File: config.mk
export PLATFORM = sky130hd
export DESIGN_NAME = tcp_segment_drop_injector
export DESIGN_NICKNAME = d
export VERILOG_FILES = /design/src/rtl/core/tsdi_pkg.sv /design/src/rtl/core/tsdi_front.sv /design/src/rtl/core/tsdi_queue.sv /design/src/rtl/core/tsdi_back.sv /design/src/rtl/core/tcp_segment_drop_injector.sv
export SDC_FILE = /design/constraint.sdc
export NUM_CORES = 1
export LEC_CHECK = 0
export BUFFER_PORTS_ARGS = -buffer_cell sky130_fd_sc_hd__buf_2
export CORE_MARGIN = 2
export CORE_UTILIZATION = 35
export DETAILED_ROUTE_END_ITERATION = 10
export PLACE_DENSITY = 0.6
export SLEW_MARGIN = 15
export SYNTH_ARGS = -nofsm -noshare
export SYNTH_HDL_FRONTEND = slang
export SYNTH_SLANG_ARGS = --single-unit
File: constraint.sdc
create_clock -name clk -period 3.55 [get_ports clk]
set_input_delay 0.71 -clock clk [delete_from_list [all_inputs] [get_ports clk]]
set_output_delay 0.71 -clock clk [all_outputs]
set_load 0.01 [all_outputs]
File: src/rtl/core/tsdi_pkg.sv
// ----------------------------------------------------------------------------
// tsdi_pkg
// Types, codes and helpers shared by the segment drop injector modules.
// ----------------------------------------------------------------------------
package tsdi_pkg;

	localparam int QUEUE_DEPTH_DEF = 2;

	localparam int PERCENT_SCALE = 100;
	localparam int DRAW_W        = 16;
	localparam int PCT_W         = 7;
	localparam int PROD_W        = DRAW_W + PCT_W;

	localparam int CFG_IDX_W  = 3;
	localparam int CFG_DATA_W = 32;

	localparam logic [CFG_IDX_W-1:0] REG_RANDOM_LOSS   = 3'd0;
	localparam logic [CFG_IDX_W-1:0] REG_BURST_START   = 3'd1;
	localparam logic [CFG_IDX_W-1:0] REG_BURST_LENGTH  = 3'd2;
	localparam logic [CFG_IDX_W-1:0] REG_CLIENT_BUDGET = 3'd3;
	localparam logic [CFG_IDX_W-1:0] REG_SERVER_BUDGET = 3'd4;

	localparam logic [2:0] REASON_NONE   = 3'd0;
	localparam logic [2:0] REASON_BITERR = 3'd1;
	localparam logic [2:0] REASON_RANDOM = 3'd2;
	localparam logic [2:0] REASON_BURST  = 3'd3;
	localparam logic [2:0] REASON_BUDGET = 3'd4;

	localparam logic [2:0] SEG_OTHER = 3'd4;

	typedef struct packed {
		logic        bit_error;
		logic        server_side;
		logic [2:0]  segment_type;
		logic [7:0]  dest_port;
		logic [15:0] loss_draw;
		logic [15:0] burst_draw;
	} in_t;

	typedef struct packed {
		logic       forward;
		logic [7:0] out_port;
		logic [2:0] drop_reason;
	} out_t;

	// classified frame, front to back
	typedef struct packed {
		logic [2:0] pre_reason;
		logic       server_side;
		logic       burst_hit;
		logic       budgeted;
		logic [1:0] seg_idx;
		logic [7:0] dest_port;
	} cls_t;

	// budget reload request, top to back
	typedef struct packed {
		logic        load_client;
		logic        load_server;
		logic [31:0] word;
	} budget_load_t;

	// draw/65536 < pct/100
	function automatic logic draw_below(input logic [DRAW_W-1:0] draw,
	                                    input logic [PCT_W-1:0]  pct);
		logic [PROD_W-1:0] lhs;
		logic [PROD_W-1:0] rhs;
		lhs = PROD_W'(draw) * PROD_W'(PERCENT_SCALE);
		rhs = {pct, {DRAW_W{1'b0}}};
		return lhs < rhs;
	endfunction

endpackage

File: src/rtl/core/tsdi_front.sv
// ----------------------------------------------------------------------------
// tsdi_front
// Stateless classification: bit error, random loss, burst start draw.
// ----------------------------------------------------------------------------
module tsdi_front import tsdi_pkg::*; (
	input  in_t              frame,
	input  logic [PCT_W-1:0] loss_pct,
	input  logic [PCT_W-1:0] burst_pct,
	output cls_t             cls
);

	always_comb begin
		cls.server_side = frame.server_side;
		cls.burst_hit   = draw_below(frame.burst_draw, burst_pct);
		cls.budgeted    = (frame.segment_type < SEG_OTHER);
		cls.seg_idx     = frame.segment_type[1:0];
		cls.dest_port   = frame.dest_port;
		if (frame.bit_error) begin
			cls.pre_reason = REASON_BITERR;
		end else if (draw_below(frame.loss_draw, loss_pct)) begin
			cls.pre_reason = REASON_RANDOM;
		end else begin
			cls.pre_reason = REASON_NONE;
		end
	end

endmodule

File: src/rtl/core/tsdi_queue.sv
// ----------------------------------------------------------------------------
// tsdi_queue
// Small register FIFO between classification and the stateful back end.
// ----------------------------------------------------------------------------
module tsdi_queue import tsdi_pkg::*; #(
	parameter int DEPTH = QUEUE_DEPTH_DEF
) (
	input  logic clk,
	input  logic arst_n,
	input  logic push,
	input  cls_t push_data,
	input  logic pop,
	output logic full,
	output logic not_empty,
	output cls_t head
);

	localparam int PW = (DEPTH > 1) ? $clog2(DEPTH) : 1;
	localparam int CW = $clog2(DEPTH + 1);

	cls_t          mem_q [DEPTH];
	logic [PW-1:0] wr_ptr_q;
	logic [PW-1:0] rd_ptr_q;
	logic [CW-1:0] cnt_q;

	assign full      = (cnt_q == CW'(DEPTH));
	assign not_empty = (cnt_q != '0);
	assign head      = mem_q[rd_ptr_q];

	always_ff @(posedge clk) begin
		if (push) begin
			mem_q[wr_ptr_q] <= push_data;
		end
	end

	always_ff @(posedge clk or negedge arst_n) begin
		if (!arst_n) begin
			wr_ptr_q <= '0;
			rd_ptr_q <= '0;
			cnt_q    <= '0;
		end else begin
			if (push) begin
				wr_ptr_q <= (wr_ptr_q == PW'(DEPTH - 1)) ? '0 : wr_ptr_q + 1'b1;
			end
			if (pop) begin
				rd_ptr_q <= (rd_ptr_q == PW'(DEPTH - 1)) ? '0 : rd_ptr_q + 1'b1;
			end
			if (push && !pop) begin
				cnt_q <= cnt_q + 1'b1;
			end else if (pop && !push) begin
				cnt_q <= cnt_q - 1'b1;
			end
		end
	end

endmodule

File: src/rtl/core/tsdi_back.sv
// ----------------------------------------------------------------------------
// tsdi_back
// Burst and budget state; final decision into the output register.
// ----------------------------------------------------------------------------
module tsdi_back import tsdi_pkg::*; (
	input  logic         clk,
	input  logic         arst_n,
	input  logic         q_not_empty,
	input  cls_t         head,
	output logic         pop,
	input  logic [7:0]   burst_len,
	input  budget_load_t bload,
	output logic         out_valid,
	input  logic         out_stall,
	output out_t         out_data
);

	logic [7:0] rem_q [8];
	logic [7:0] burst_pos_q;
	logic       out_valid_q;
	out_t       out_data_q;

	logic [2:0] idx;
	logic [7:0] rem_cur;
	logic       budget_hit;
	logic [2:0] reason;
	logic [7:0] burst_pos_nxt;

	assign pop       = q_not_empty && (!out_valid_q || !out_stall);
	assign out_valid = out_valid_q;
	assign out_data  = out_data_q;

	assign idx        = {head.server_side, head.seg_idx};
	assign rem_cur    = rem_q[idx];
	assign budget_hit = head.budgeted && (rem_cur != '0);

	always_comb begin
		reason        = REASON_NONE;
		burst_pos_nxt = burst_pos_q;
		if (head.pre_reason != REASON_NONE) begin
			reason = head.pre_reason;
		end else if (head.server_side) begin
			if (burst_pos_q != '0) begin
				if (burst_pos_q == burst_len) begin
					burst_pos_nxt = '0;
				end else begin
					burst_pos_nxt = burst_pos_q + 1'b1;
					reason        = REASON_BURST;
				end
			end else if (head.burst_hit) begin
				if (burst_len != '0) begin
					burst_pos_nxt = 8'd1;
					reason        = REASON_BURST;
				end
			end else if (budget_hit) begin
				reason = REASON_BUDGET;
			end
		end else if (budget_hit) begin
			reason = REASON_BUDGET;
		end
	end

	always_ff @(posedge clk or negedge arst_n) begin
		if (!arst_n) begin
			for (int i = 0; i < 8; i++) begin
				rem_q[i] <= '0;
			end
			burst_pos_q <= '0;
			out_valid_q <= 1'b0;
		end else begin
			if (bload.load_client || bload.load_server) begin
				for (int k = 0; k < 4; k++) begin
					if (bload.load_client) begin
						rem_q[k] <= bload.word[8*k +: 8];
					end
					if (bload.load_server) begin
						rem_q[k + 4] <= bload.word[8*k +: 8];
					end
				end
			end else if (pop && reason == REASON_BUDGET) begin
				rem_q[idx] <= rem_cur - 1'b1;
			end
			if (pop) begin
				burst_pos_q <= burst_pos_nxt;
				out_valid_q <= 1'b1;
			end else if (!out_stall) begin
				out_valid_q <= 1'b0;
			end
		end
	end

	always_ff @(posedge clk) begin
		if (pop) begin
			out_data_q.forward     <= (reason == REASON_NONE);
			out_data_q.out_port    <= (reason == REASON_NONE) ? head.dest_port : '0;
			out_data_q.drop_reason <= reason;
		end
	end

endmodule

File: src/rtl/core/tcp_segment_drop_injector.sv
// ----------------------------------------------------------------------------
// tcp_segment_drop_injector
// Fault-injecting frame relay with random loss, drop bursts and drop budgets.
// ----------------------------------------------------------------------------
// One frame per clock sustained while the output is not stalled. A frame is
// classified in the cycle it is accepted (bit error, random loss, burst
// start draw) and written into a small queue; the back end takes one frame
// per cycle from the queue while the output is not stalled, applies the
// burst and per-type budget state and registers exactly one transaction on
// the output. Output stall can fill the queue; in_stall rises only when the
// queue is full. Writing a budget register reloads its four counters at
// once. Registers are to be written only while no frame is in flight.
module tcp_segment_drop_injector import tsdi_pkg::*; #(
	parameter int QUEUE_DEPTH = QUEUE_DEPTH_DEF
) (
	input  logic                  clk,
	input  logic                  arst_n,
	input  logic                  in_valid,
	output logic                  in_stall,
	input  in_t                   in_data,
	output logic                  out_valid,
	input  logic                  out_stall,
	output out_t                  out_data,
	input  logic                  cfg_we,
	input  logic [CFG_IDX_W-1:0]  cfg_index,
	input  logic [CFG_DATA_W-1:0] cfg_data
);

	logic [PCT_W-1:0] loss_pct_q;
	logic [PCT_W-1:0] burst_pct_q;
	logic [7:0]       burst_len_q;

	cls_t         cls;
	cls_t         head;
	logic         q_full;
	logic         q_not_empty;
	logic         pop;
	logic         push;
	budget_load_t bload;

	assign in_stall = q_full;
	assign push     = in_valid && !q_full;

	assign bload.load_client = cfg_we && (cfg_index == REG_CLIENT_BUDGET);
	assign bload.load_server = cfg_we && (cfg_index == REG_SERVER_BUDGET);
	assign bload.word        = cfg_data;

	always_ff @(posedge clk or negedge arst_n) begin
		if (!arst_n) begin
			loss_pct_q  <= '0;
			burst_pct_q <= '0;
			burst_len_q <= '0;
		end else if (cfg_we) begin
			case (cfg_index)
				REG_RANDOM_LOSS: begin
					loss_pct_q <= cfg_data[PCT_W-1:0];
				end
				REG_BURST_START: begin
					burst_pct_q <= cfg_data[PCT_W-1:0];
				end
				REG_BURST_LENGTH: begin
					burst_len_q <= cfg_data[7:0];
				end
				default: begin
				end
			endcase
		end
	end

	tsdi_front u_front (
		.frame     (in_data),
		.loss_pct  (loss_pct_q),
		.burst_pct (burst_pct_q),
		.cls       (cls)
	);

	tsdi_queue #(
		.DEPTH (QUEUE_DEPTH)
	) u_queue (
		.clk       (clk),
		.arst_n    (arst_n),
		.push      (push),
		.push_data (cls),
		.pop       (pop),
		.full      (q_full),
		.not_empty (q_not_empty),
		.head      (head)
	);

	tsdi_back u_back (
		.clk         (clk),
		.arst_n      (arst_n),
		.q_not_empty (q_not_empty),
		.head        (head),
		.pop         (pop),
		.burst_len   (burst_len_q),
		.bload       (bload),
		.out_valid   (out_valid),
		.out_stall   (out_stall),
		.out_data    (out_data)
	);

endmodule

==> Word-level counts from Yosys, hierarchy flattened <==
Memory sizes are Yosys's and may differ from the RTL's.
Cells that the tools add are included.
{ "word_totals": {"ff_bits": 111, "memories": 1, "ramBits": 32, "word_cells": 115} }
{ "mem_list": {"columns": ["name", "words", "word_bits", "rd", "rd_clocked_by_memory_dff", "wr", "line", "source"], "rows": [
  ["u_queue.mem_q", 2, 16, 1, 0, 1, "tsdi_queue.sv:21", "cls_t mem_q [DEPTH];"]
]} }
{ "classes": {"n_bitwise": 2, "reduce_logical": 33, "mul": 2, "order_cmp": 5, "eq_ne": 10, "mux": 37, "add_sub_neg": 6} }
{ "op_table": {"columns": ["cell", "count"], "rows": [
  ["$mux W64", 2],
  ["$mux W8", 15],
  ["$bwmux W64", 1],
  ["$lt A23 B23 Y1", 2],
  ["$mul A16 B5 Y21 const B", 2],
  ["$bmux W8 S3", 1],
  ["$demux W8 S3", 1],
  ["$reduce_bool A8 Y1", 3],
  ["$mux W3", 6],
  ["$mux W2", 5],
  ["$reduce_and A2 Y1", 5],
  ["$reduce_bool A2 Y1", 5],
  ["$logic_and A1 B1 Y1", 9],
  ["$add A8 B1 Y8 const B", 1],
  ["$eq A8 B8 Y1", 1],
  ["$sub A8 B1 Y8 const B", 1],
  ["$eq A3 B2 Y1 const B", 2],
  ["$eq A3 B3 Y1 const B", 2],
  ["$logic_not A3 Y1", 2],
  ["$mux W1", 6],
  ["$ne A2 B1 Y1 const B", 3],
  ["$logic_not A1 Y1", 5],
  ["$reduce_and A5 Y1", 1],
  ["$ge A4 B4 Y1 const B", 1],
  ["11 further kinds", 13]
]} }

==> Logic depth before layout (Yosys ltp) <==
Gate-level depths: netlist of run 1.
An unclocked memory read counts as a cell.
{ "depth": {"word_depth": 16, "depth_mapped": 18, "ltp_nobuf": 18} }

==> Hierarchy <==
From an unflattened synthesis of run 1, not the netlist that was laid out.
{ "unflattened": {"cells_unflattened": 1017, "hier_area_um2": 10674.0} }
{ "modules_own_cells": {"columns": ["module", "cells_each", "area_each_um2", "instances"], "rows": [
  ["tsdi_back", 536, 5332.6, 1],
  ["tsdi_front", 362, 3050.4, 1],
  ["tsdi_queue", 66, 1395.1, 1],
  ["tcp_segment_drop_injector", 53, 895.9, 1]
]} }

==> Worst setup path before layout of run 1 <==
No wires, ideal clock.
{ "synth_path": {"path_type": "input-to-reg", "startpoint": "input in_data[24] (netlist name)", "endpoint": "memory u_queue.mem_q[0][14] (netlist name) (data pin)", "t_arrival_ps": 4182, "setup_time_ps": 163, "path_slack_ps": -795, "n_path_buf": 0, "stages": 16, "path_cell_list": "ha_1 ha_1 inv_1 fa_1 inv_1 ha_1 a21oi_1 o221ai_1 a22oi_1 o21ai_0 o41a_1 a21oi_1 xnor2_1 ha_1 a211o_1 a31oi_1"} }
{ "synth_rtl": {"columns": ["item", "line", "source"], "rows": [
  ["start: declaration", "tcp_segment_drop_injector.sv:20", "input in_t in_data,"],
  ["end: declaration", "tsdi_queue.sv:21", null]
]} }

==> impl_results.md, run 1 <==
- First-pass GRT wire length: 47.6 mm
- CP Capture Type: flip-flop
- Full die area: 0.0316 mm²
- Core area: 0.0297 mm²
- Total internal power: 5.55 mW
- LEAKAGE: 6.09 nW
- Max-slew violation count: 0
- Worst Path Buf+Inv: 1
- Final setup vio count: 4
- Initial DRC count: 633
- Die Span X: between 150 and 200 µm
- Global Route Usage Sum: 19.6%
- Violations in the final reports: setup timing
- PD cells: 718 mW/mm²
- Sequential-to-total area share from yosys stat: 35.4%
- Post-Synthesis Cells: between 1000 and 1500
- Startpoint class of the critical path: input pin
- Initial antenna violation count: 6
- FFs w/ async S/R, synth: 70.2%
- CTS Buffer Depth: 2
- Fin. Hold Viols: 0
- Mapped Nets: 1283
- Avg Cell Area, Syn: 9.97 µm²
- Synth warnings: 0
- Ports: 99
- Top cell type's share of synthesized area: 23.4%
- Cell row count: between 60 and 70
- Dominant cell type by area after synthesis: dfrtp_1
- Skew-Pair Late Insertion Delay: 0.43 ns
- WL/cell: 18.6 µm
- Drt pass-1 iters: 5
- Post-synth EDFFs: 42
- Max-Cap Viols: 0
- Final antenna-violating net count: 0
- Vias per cell: 5.46
- Status: finished with violations
- Combinational Power Share: between 50 and 60%
- Min-delay worst type: in -> async
- Total global routing overflow: 0
- Largest cells by area after synthesis: dfrtp_1 23%, ha_1 14%, edfxtp_1 12%, inv_1 4.2%, nand2_1 3.9%
- Critical path class: in -> reg
- Post-Syn Area: 0.0106 mm²
- Vias in the first global route: 8795
- Reg2Reg Depth: 12
- Critical Path Most Common Cell: ha_1
- CP max stage cell: a211o_1
- Largest net degree at the start of global routing: 82
- Crit share post-route: 107%
- Switching Fraction: 43.1%
- Area grow syn2layout: 28.4%
- RSZ-0062 raised after global routing: yes
- Number of CTS-inserted buffers: 17
- Crit path max fanout: 3
- Setup Skew: about 0.019 ns
- Peak supply drop: 0.345 mV
- Register bit count reported by yosys: 141
- Final Critical Period: 3.81 ns
- CTS tree: yes
- RR Startpoint: u_queue.rd_ptr_q
- # DRC: 0
- Layout cells sized above 1: between 30% and 40%
- Nets: 1469
- Register share of total power: 27.3%
- Total Wirelength: 30.8 mm
- CTS clk-pin slew, worst paths: 0.07 ns
- Worst setup margin: -0.257 ns
- Die H: ~180 µm
- Total stage count of the critical path: 16
- # clock sinks: around 140
- Placed Cells: roughly 1600
- Post-synth top cells: 118 x inv_1, 117 x ha_1, 111 x nand2_1, 99 x dfrtp_1, 58 x nor2_1
- FILL cells: 2807
- Port Buffer Count: 98
- CP Cell Sequence: buf_2 > ha_4 > ha_4 > ha_1 > ha_1 > a41o_1 > a211o_1 > a22oi_2 > a31oi_2 > and4_1 > a2111oi_4 > xnor2_1 > ha_1 > nand3_1 > o21ai_1 > nand2_1
- CP delay by family, top: adder cells
- CP Data Arrival Time: about 4.0 ns
- Fmax: 263 MHz
- Vias: approximately 9000
- CTS root buffer: clkbuf_16
- P_sw: ~4.2 mW
- Crit path largest cell delay: 0.33 ns
- Initial Util: 35.6%
- Slew HR: 47.0%
- Most frequent cell after synthesis: inv_1
- Worst-margin pin slew: 0.795 ns
- Ys flop type: dfrtp_1
- Area after DPL: 0.0124 mm²
- Clock power share: about a fifth
- Post-Layout Cell Count: 1653
- CP required: around 3.7 ns
- DP Wirelength: 22.7 mm
- Htree depth: 4
- CP startpoint: in_data[2]
- Library cells used by synthesis: 75
- Post-layout instance area: around 0.014 mm²
- Post-CTS Hold Buffers: 0
- GP Congestion: 0.921
## per-layer routing
layer / vias up / part of all wire (%) / GRT usage, % / wire length, µm
met4: 8 / 1.9 / 6.18 / 581
met5: - / 0.19 / 0 / 57
met1: 4329 / 43 / 25.7 / 13200
li1: 4277 / - / - / -
met3: 51 / 7.6 / 4.73 / 2350
met2: 365 / 47 / 31.8 / 14600
## area by class of cell
type | instances | area [µm²] | area share (%)
repair buffers | 214 | 1480 | 10.9
multi-input cells | 755 | 6820 | 50.2
clock inverters | 14 | 159 | 1.17
diodes | 3 | 7.51 | 0.0553
well taps | 390 | 488 | 3.60
clock buffers | 18 | 439 | 3.24
flip-flops and latches | 141 | 3740 | 27.6
inverters | 118 | 443 | 3.26
## sequential cells by signal, summed over array words and instances (netlist names)
name	count
burst_len_q	8
burst_pct_q	7
loss_pct_q	7
u_back.burst_pos_q	8
u_back.out_data	12
u_back.out_valid	1
u_back.rem_q	64
u_queue.cnt_q	2
u_queue.mem_q	30
u_queue.rd_ptr_q	1
u_queue.wr_ptr_q	1
## cells in the final DEF (no fill, tap or decap), drive strengths merged, types with 4 or more instances in the layout
master,netlist,final
a22o,24,24
nand4,11,11
nor3,22,22
mux2i,42,42
or4,8,8
o211ai,33,33
o21a,4,4
a21oi,18,18
nor3b,4,4
inv,118,129
o31ai,9,9
a311o,8,8
a22oi,14,14
ha,117,117
xnor2,17,17
o221ai,5,5
a211oi,9,9
nor4,8,8
clkbuf,28,18
a211o,5,5
a221o,8,8
dfrtp,99,99
mux4,11,11
a221oi,12,12
edfxtp,42,42
a2bb2oi,9,9
o21ai,57,57
nor2,58,58
a31oi,4,4
fa,20,20
mux2,16,16
and3,17,17
or3,9,9
buf,19,214
nand2,112,112
nand3,14,14
nand2b,9,9
xor2,9,9
## worst register-to-register path, cell delays in order (launching register included)
cell,delay (ns)
dfrtp_2,0.47
mux2_2,0.43
buf_4,0.33
buf_4,0.22
nand2_1,0.08
a311oi_2,0.40
a211oi_4,0.13
and4_1,0.29
buf_4,0.17
buf_4,0.14
a221oi_1,0.32
buf_4,0.19
a2bb2oi_1,0.15
## through the flow
step                      hold slack, ns  util, %  worst slack, ns  total power, mW  TNS, ns
after floorplan                    0.414        -           -0.484             5.97    -1.74
after global placement             0.481     41.8           -0.758             7.52    -2.94
after detailed placement           0.483     41.8           -0.884             7.59    -3.32
after CTS                          0.447     45.0           -0.251             9.58   -0.969
after global routing               0.391     45.7           -0.527             10.4    -1.86
final                              0.333     45.7           -0.257             9.74    -1.02
## path summary, 6_finish.rpt
path                       slack (ns)                   end
setup / recovery                -0.26  u_queue.mem_q[1][11]
hold / removal                   0.33      u_back.rem_q[21]
setup reg to reg                 0.15      u_back.rem_q[62]
hold reg to reg                  0.49      u_back.out_valid
max in group asynchronous        2.52        burst_pct_q[5]
min in group clk                 0.46   u_queue.mem_q[1][7]
## timing repair
action,CTS,global route
resized for setup,55,34
setup endpoints to repair,22,54
setup buffers,3,5
pin swaps,52,27
gates cloned,0,0
## power groups by stage
stage / Sequential, mW / Combinational (mW) / Clock (mW)
floorplan: 2.60 / 3.37 / 0
global placement: 2.66 / 4.86 / 0
detailed placement: 2.67 / 4.92 / 0
CTS: 2.65 / 5.07 / 1.86
global route: 2.73 / 5.72 / 1.94
finish: 2.66 / 5.26 / 1.82
## logic make-up after synthesis
logic type	Yosys count	share of synthesized area, %
compound gates	239	17.0
xor+xnor	26	2.15
fa+ha+maj	137	17.6
buf+inv	165	6.27
flops	141	35.4
mux	69	8.56
simple gates	284	13.0
No activity file was read; power rests on OpenSTA's default activity.
==> run 2: changes to the inputs <==
Settings changed: BUFFER_PORTS_ARGS -buffer_cell sky130_fd_sc_hd__buf_2 to -buffer_cell sky130_fd_sc_hd__buf_4.
==> impl_results.md, run 2 (same netlist as run 1, synthesis figures left out) <==
- Total global routing overflow: 0 (unchanged)
- Vias: 8968 (-0.69%)
- Max reg flops: 64 (unchanged)
- CTS root buffer: clkbuf_16
- CP required: 3.82 ns (+0.11 ns)
- Die Span X: 178 µm (unchanged)
- Final Critical Period: 3.82 ns (+0.00940 ns)
- Worst r2r dst: u_back.rem_q[32]
- Setup Skew: 0.0137 ns (-0.00531 ns)
- CTS tree: yes
- TNS Setup: -1.02 ns (+0.000260 ns)
- Final setup vio count: 4 (unchanged)
- CTS Buffer Depth: 2 (unchanged)
- Layout cells sized above 1: 30.4% (+0.086 points)
- Cell row count: 63 (unchanged)
- Initial Util: 35.6% (unchanged)
- Startpoint class of the critical path: input pin
- Initial DRC count: 778 (+23%)
- Reg2Reg Depth: 11 (-1)
- GP Congestion: 0.928 (+0.69%)
- Global Route Usage Sum: 19.7% (+0.066 points)
- Max-slew violation count: 0 (unchanged)
- Status: finished with violations
- LEAKAGE: 6.18 nW (+1.5%)
- CTS clk-pin slew, worst paths: 0.07 ns (about the same)
- Slew HR: 48.2% (+1.2 points)
- Core area: 0.0297 mm² (unchanged)
- Violations in the final reports: setup timing
- Post-CTS Hold Buffers: 0 (unchanged)
- CP Capture Type: flip-flop
- Initial antenna violation count: 0 (-6)
- Total Wirelength: 30.5 mm (-0.80%)
- Vias per cell: 5.43 (-0.69%)
- Drt pass-1 iters: 8 (+3)
- Antenna cells: 0 (-3)
- Port Buffer Count: 98 (unchanged)
- Final antenna-violating net count: 0 (unchanged)
- # DRC: 0 (unchanged)
- Top reg by flops: u_back.rem_q
- Crit path max fanout: 3 (unchanged)
- Skew-Pair Late Insertion Delay: 0.43 ns (about the same)
- PD cells: 713 mW/mm² (-0.67%)
- Nets: 1472 (+0.20%)
- RSZ-0062 raised after global routing: yes
- DP Wirelength: 22.9 mm (+0.82%)
- Peak supply drop: 0.412 mV (+20%)
- Critical path class: in -> reg
- Fmax: 262 MHz (-0.25%)
- Most common cell after layout, fill and taps aside: buf_4
- First-pass GRT wire length: 48.0 mm (+0.90%)
- WL/cell: 18.5 µm (-0.80%)
- # clock sinks: 141 (unchanged)
- Number of CTS-inserted buffers: 17 (unchanged)
- FILL cells: 2739 (-2.4%)
- Area grow syn2layout: 30.7%
- RR Startpoint: u_queue.rd_ptr_q
- Fin. Hold Viols: 0 (unchanged)
- Largest net degree at the start of global routing: 59 (-28%)
- Most frequent cells in the layout: 207 x buf_4, 110 x nand2_1, 104 x inv_1
- Min-delay worst type: in -> async
- Worst-margin pin slew: 0.777 ns (-0.0178 ns)
- Die H: 178 µm (unchanged)
- Max-Cap Viols: 0 (unchanged)
- Final core utilization: 46.5% (+0.82 points)
- Place WS: -0.857 ns (+0.0272 ns)
- Flop2flop setup slack: 0.19 ns (+0.04 ns)
- Worst setup margin: -0.266 ns (-0.00940 ns)
- Vias in the first global route: 8979 (+2.1%)
- Crit share post-route: 107% (+0.26 points)
- Full die area: 0.0316 mm² (unchanged)
- Ports: 99 (unchanged)
- Htree depth: 4 (unchanged)
- CP Data Arrival Time: 4.08 ns (+0.12 ns)
run 2: changes by cell type in the layout (fill, tap and decap cells not counted), moves of 2 or more:
cell      delta
buf_2       -87
nand3_2      +2
buf_8        -4
a311oi_1     +2
a311oi_2     -2
buf_4       +93
nand3_1      -2
diode_2      -3
inv_6        -2
clkinv_8     +4
run 2: routing by layer:
| layer | up-vias | track usage (%) | share of wire (%) |
|---|---|---|---|
| li1 | 4268 | - | - |
| met1 | 4325 | 26.0 | 44 |
| met2 | 323 | 32.1 | 47 |
| met3 | 52 | 4.31 | 7.3 |
| met4 | 0 | 5.94 | 2.0 |
| met5 | - | 0 | 0 |
run 2: worst max-delay path by stage:
stage | start | endpoint | slack (ns) | cells after the start
floorplan | in_data[23] | u_queue.mem_q[0][14] | -0.48 | 16
global placement | in_data[19] | u_queue.mem_q[0][14] | -0.76 | 17
detailed placement | in_data[24] | u_queue.mem_q[0][14] | -0.86 | 18
CTS | in_data[10] | u_queue.mem_q[1][11] | -0.27 | 18
global route | in_data[7] | u_queue.mem_q[0][11] | -0.47 | 19
finish | in_data[23] | u_queue.mem_q[0][14] | -0.27 | 17
run 2: critical path, stage by stage:
cell     delay (ns)
buf_4          0.14
ha_4           0.24
ha_4           0.26
inv_2          0.03
fa_1           0.48
inv_1          0.07
ha_4           0.22
o21ai_4        0.14
a21oi_2        0.07
a22oi_2        0.27
o21ai_2        0.10
o41a_1         0.35
a21oi_2        0.16
xnor2_1        0.13
ha_1           0.27
a211o_1        0.26
a31oi_1        0.18
run 2: per-stage QoR:
step | instances | area, µm² | hold WS (ns) | total power, mW
2_1_floorplan | 1061 | 10800 | 0.414 | 5.97
3_3_place_gp | 1606 | 12700 | 0.480 | 7.57
3_5_place_dp | 1606 | 12700 | 0.490 | 7.65
4_1_cts | 1648 | 13600 | 0.278 | 9.71
5_1_grt | 1653 | 13800 | 0.300 | 10.5
6_report | 1653 | 13800 | 0.261 | 9.85
run 2: timing repair:
item / in CTS / in global routing
endpoints found under the setup margin: 22 / 37
pin swaps: 46 / 18
setup buffers: 10 / 5
resized for setup: 45 / 28
run 2: cell type report:
class / instances / area (µm²) / share of cell area [%]
multi-input cells: 755 / 6830 / 49.4
inverters: 118 / 443 / 3.21
well taps: 390 / 488 / 3.53
clock buffers: 17 / 425 / 3.08
repair buffers: 217 / 1700 / 12.3
flip-flops and latches: 141 / 3740 / 27.1
clock inverters: 15 / 194 / 1.40
run 2: power by group:
group          total [mW]  switching [mW]  internal [mW]
Sequential           2.66           0.351           2.31
Combinational        5.32            3.03           2.29
Clock                1.86           0.848           1.02
Total                9.85            4.23           5.62
==> run 3: changes to the inputs <==
Settings changed: CORE_MARGIN 2 to unset, CORE_UTILIZATION 35 to 55, PLACE_DENSITY 0.6 to 0.84.
==> impl_results.md, run 3 (same netlist as run 1, synthesis figures left out) <==
- Most common cell after layout, fill and taps aside: buf_4
- Die H: 141 µm (-21%)
- # clock sinks: 141 (unchanged)
- Post-CTS Hold Buffers: 0 (unchanged)
- Status: finished with violations
- Die Span X: 141 µm (-21%)
- CP required: 3.83 ns (about the same)
- PD cells: 733 mW/mm² (+2.9%)
- Area after DPL: 0.0124 mm² (-1.9%)
- Max-slew violation count: 0 (unchanged)
- Flop2flop setup slack: 0.12 ns (-0.07 ns)
- Critical path class: in -> reg
- Port Buffer Count: 98 (unchanged)
- Nets: 1463 (-0.61%)
- Worst-margin pin slew: 0.798 ns (+0.0211 ns)
- Place WS: -0.935 ns (-0.0786 ns)
- CTS clk-pin slew, worst paths: 0.07 ns (about the same)
- CTS root buffer: clkbuf_16
- Final core utilization: 72.6% (+26 points)
- Htree depth: 4 (unchanged)
- CP Capture Type: flip-flop
- Initial DRC count: 962 (+24%)
- Post-Layout Cell Count: 1488 (-10%)
- GP Congestion: 0.983 (+6.0%)
- Final antenna-violating net count: 0 (unchanged)
- Drt pass-1 iters: 7 (-1)
- WL/cell: 20.9 µm (+13%)
- Vias: 9365 (+4.4%)
- CTS tree: yes
- FILL cells: 1281 (-53%)
- DP Wirelength: 22.3 mm (-2.5%)
- Placed Cells: 1444 (-10%)
- Startpoint class of the critical path: input pin
- Final Critical Period: 3.84 ns (+0.0192 ns)
- Layout cells sized above 1: 30.4% (about the same)
- Initial antenna violation count: 0 (unchanged)
- Fin. Hold Viols: 0 (unchanged)
- RSZ-0062 raised after global routing: yes
- Area of the multi-input gates: 0.00690 mm² (+1.1%)
- Vias in the first global route: 9752 (+8.6%)
- Violations in the final reports: setup timing
- Full die area: 0.0198 mm² (-37%)
- # DRC: 0 (unchanged)
- Total global routing overflow: 0 (unchanged)
- Fmax: 261 MHz (-0.50%)
- Core area: 0.0188 mm² (-37%)
- Skew-Pair Late Insertion Delay: 0.43 ns (about the same)
- Setup Skew: 0.00941 ns (-0.00429 ns)
- Ports: 99 (unchanged)
- Worst r2r dst: u_back.rem_q[53]
- Max-Cap Viols: 0 (unchanged)
- Area grow syn2layout: 28.9%
- Crit path max fanout: 3 (unchanged)
- Total Wirelength: 31.2 mm (+2.1%)
- Largest net degree at the start of global routing: 85 (+44%)
- LEAKAGE: 6.15 nW (-0.50%)
- Final setup vio count: 4 (unchanged)
- Peak supply drop: 0.646 mV (+57%)
- Post-layout instance area: 0.0136 mm² (-1.4%)
- Reg2Reg Depth: 11 (unchanged)
- Crit share post-route: 108% (+0.54 points)
- Vias per cell: 6.29 (+16%)
- Most frequent cells in the layout: 196 x buf_4, 111 x nand2_1, 103 x inv_1
- Register area: 0.00374 mm² (about the same)
- RR Startpoint: u_queue.rd_ptr_q
- Worst setup margin: -0.285 ns (-0.0192 ns)
- Global Route Usage Sum: 32.2% (+13 points)
- First-pass GRT wire length: 49.4 mm (+2.9%)
- Slew HR: 46.8% (-1.4 points)
- CP Data Arrival Time: 4.11 ns (+0.03 ns)
- Number of CTS-inserted buffers: 17 (unchanged)
- Initial Util: 56.3% (+21 points)
- Top reg by flops: u_back.rem_q
- Antenna cells: 0 (unchanged)
- Min-delay worst type: in -> async
- CTS Buffer Depth: 2 (unchanged)
- Cell row count: 50 (-21%)
- Max reg flops: 64 (unchanged)
[run 3: worst max-delay path, stage by stage]
cell and delay [ns]:
buf_8 0.11, ha_4 0.24, ha_4 0.26, inv_2 0.03, fa_1 0.49, inv_2 0.05
ha_4 0.23, a21oi_2 0.15, o221ai_2 0.11, a22oi_2 0.29, o21ai_2 0.09, o41a_1 0.34
a21oi_2 0.14, xnor2_1 0.13, ha_1 0.27, a211o_1 0.32, a31oi_4 0.16
[run 3: report_power, final]
group          internal [mW]  switching (mW)  total, mW
registers               2.31           0.397       2.71
clock network           1.09           0.751       1.84
logic                   2.30            3.15       5.45
[run 3: through the flow]
step / hold WS, ns / total power, mW / TNS (ns)
floorplan: 0.414 / 5.97 / -1.74
global route: 0.403 / 10.5 / -1.59
detailed placement: 0.488 / 7.67 / -3.51
CTS: 0.455 / 9.70 / -1.15
global placement: 0.479 / 7.49 / -2.91
finish: 0.334 / 10.0 / -1.10
[run 3: worst max path at each step]
stage	startpoint	to	slack (ns)
6_report	in_data[24]	u_queue.mem_q[1][14]	-0.29
5_1_grt	in_data[9]	u_queue.mem_q[0][11]	-0.41
4_1_cts	in_data[9]	u_queue.mem_q[0][11]	-0.29
3_5_place_dp	in_data[23]	u_queue.mem_q[0][14]	-0.94
3_3_place_gp	in_data[19]	u_queue.mem_q[0][14]	-0.78
2_1_floorplan	in_data[23]	u_queue.mem_q[0][14]	-0.48
[run 3: layout make-up]
| cell class | instances | area share, % |
|---|---|---|
| clock buffers | 19 | 3.32 |
| clock inverters | 13 | 1.14 |
| inverters | 118 | 3.25 |
| multi-input cells | 755 | 50.6 |
| flip-flops and latches | 141 | 27.4 |
| well taps | 234 | 2.15 |
| repair buffers | 208 | 12.1 |
[run 3: routing by layer]
layer	up-vias	GRT usage (%)	share of wire (%)
met1	4459	38.5	38
li1	4251	-	-
met4	0	16.0	4.6
met5	-	0	0
met2	527	55.1	49
met3	128	6.62	8.4
[run 3: repair_timing]
action                                 CTS  global route
endpoints found under the hold margin    0             0
buffers inserted                         9             3
gates resized for setup                 52            30
setup endpoints to repair                4            62
pin swaps                               40            25
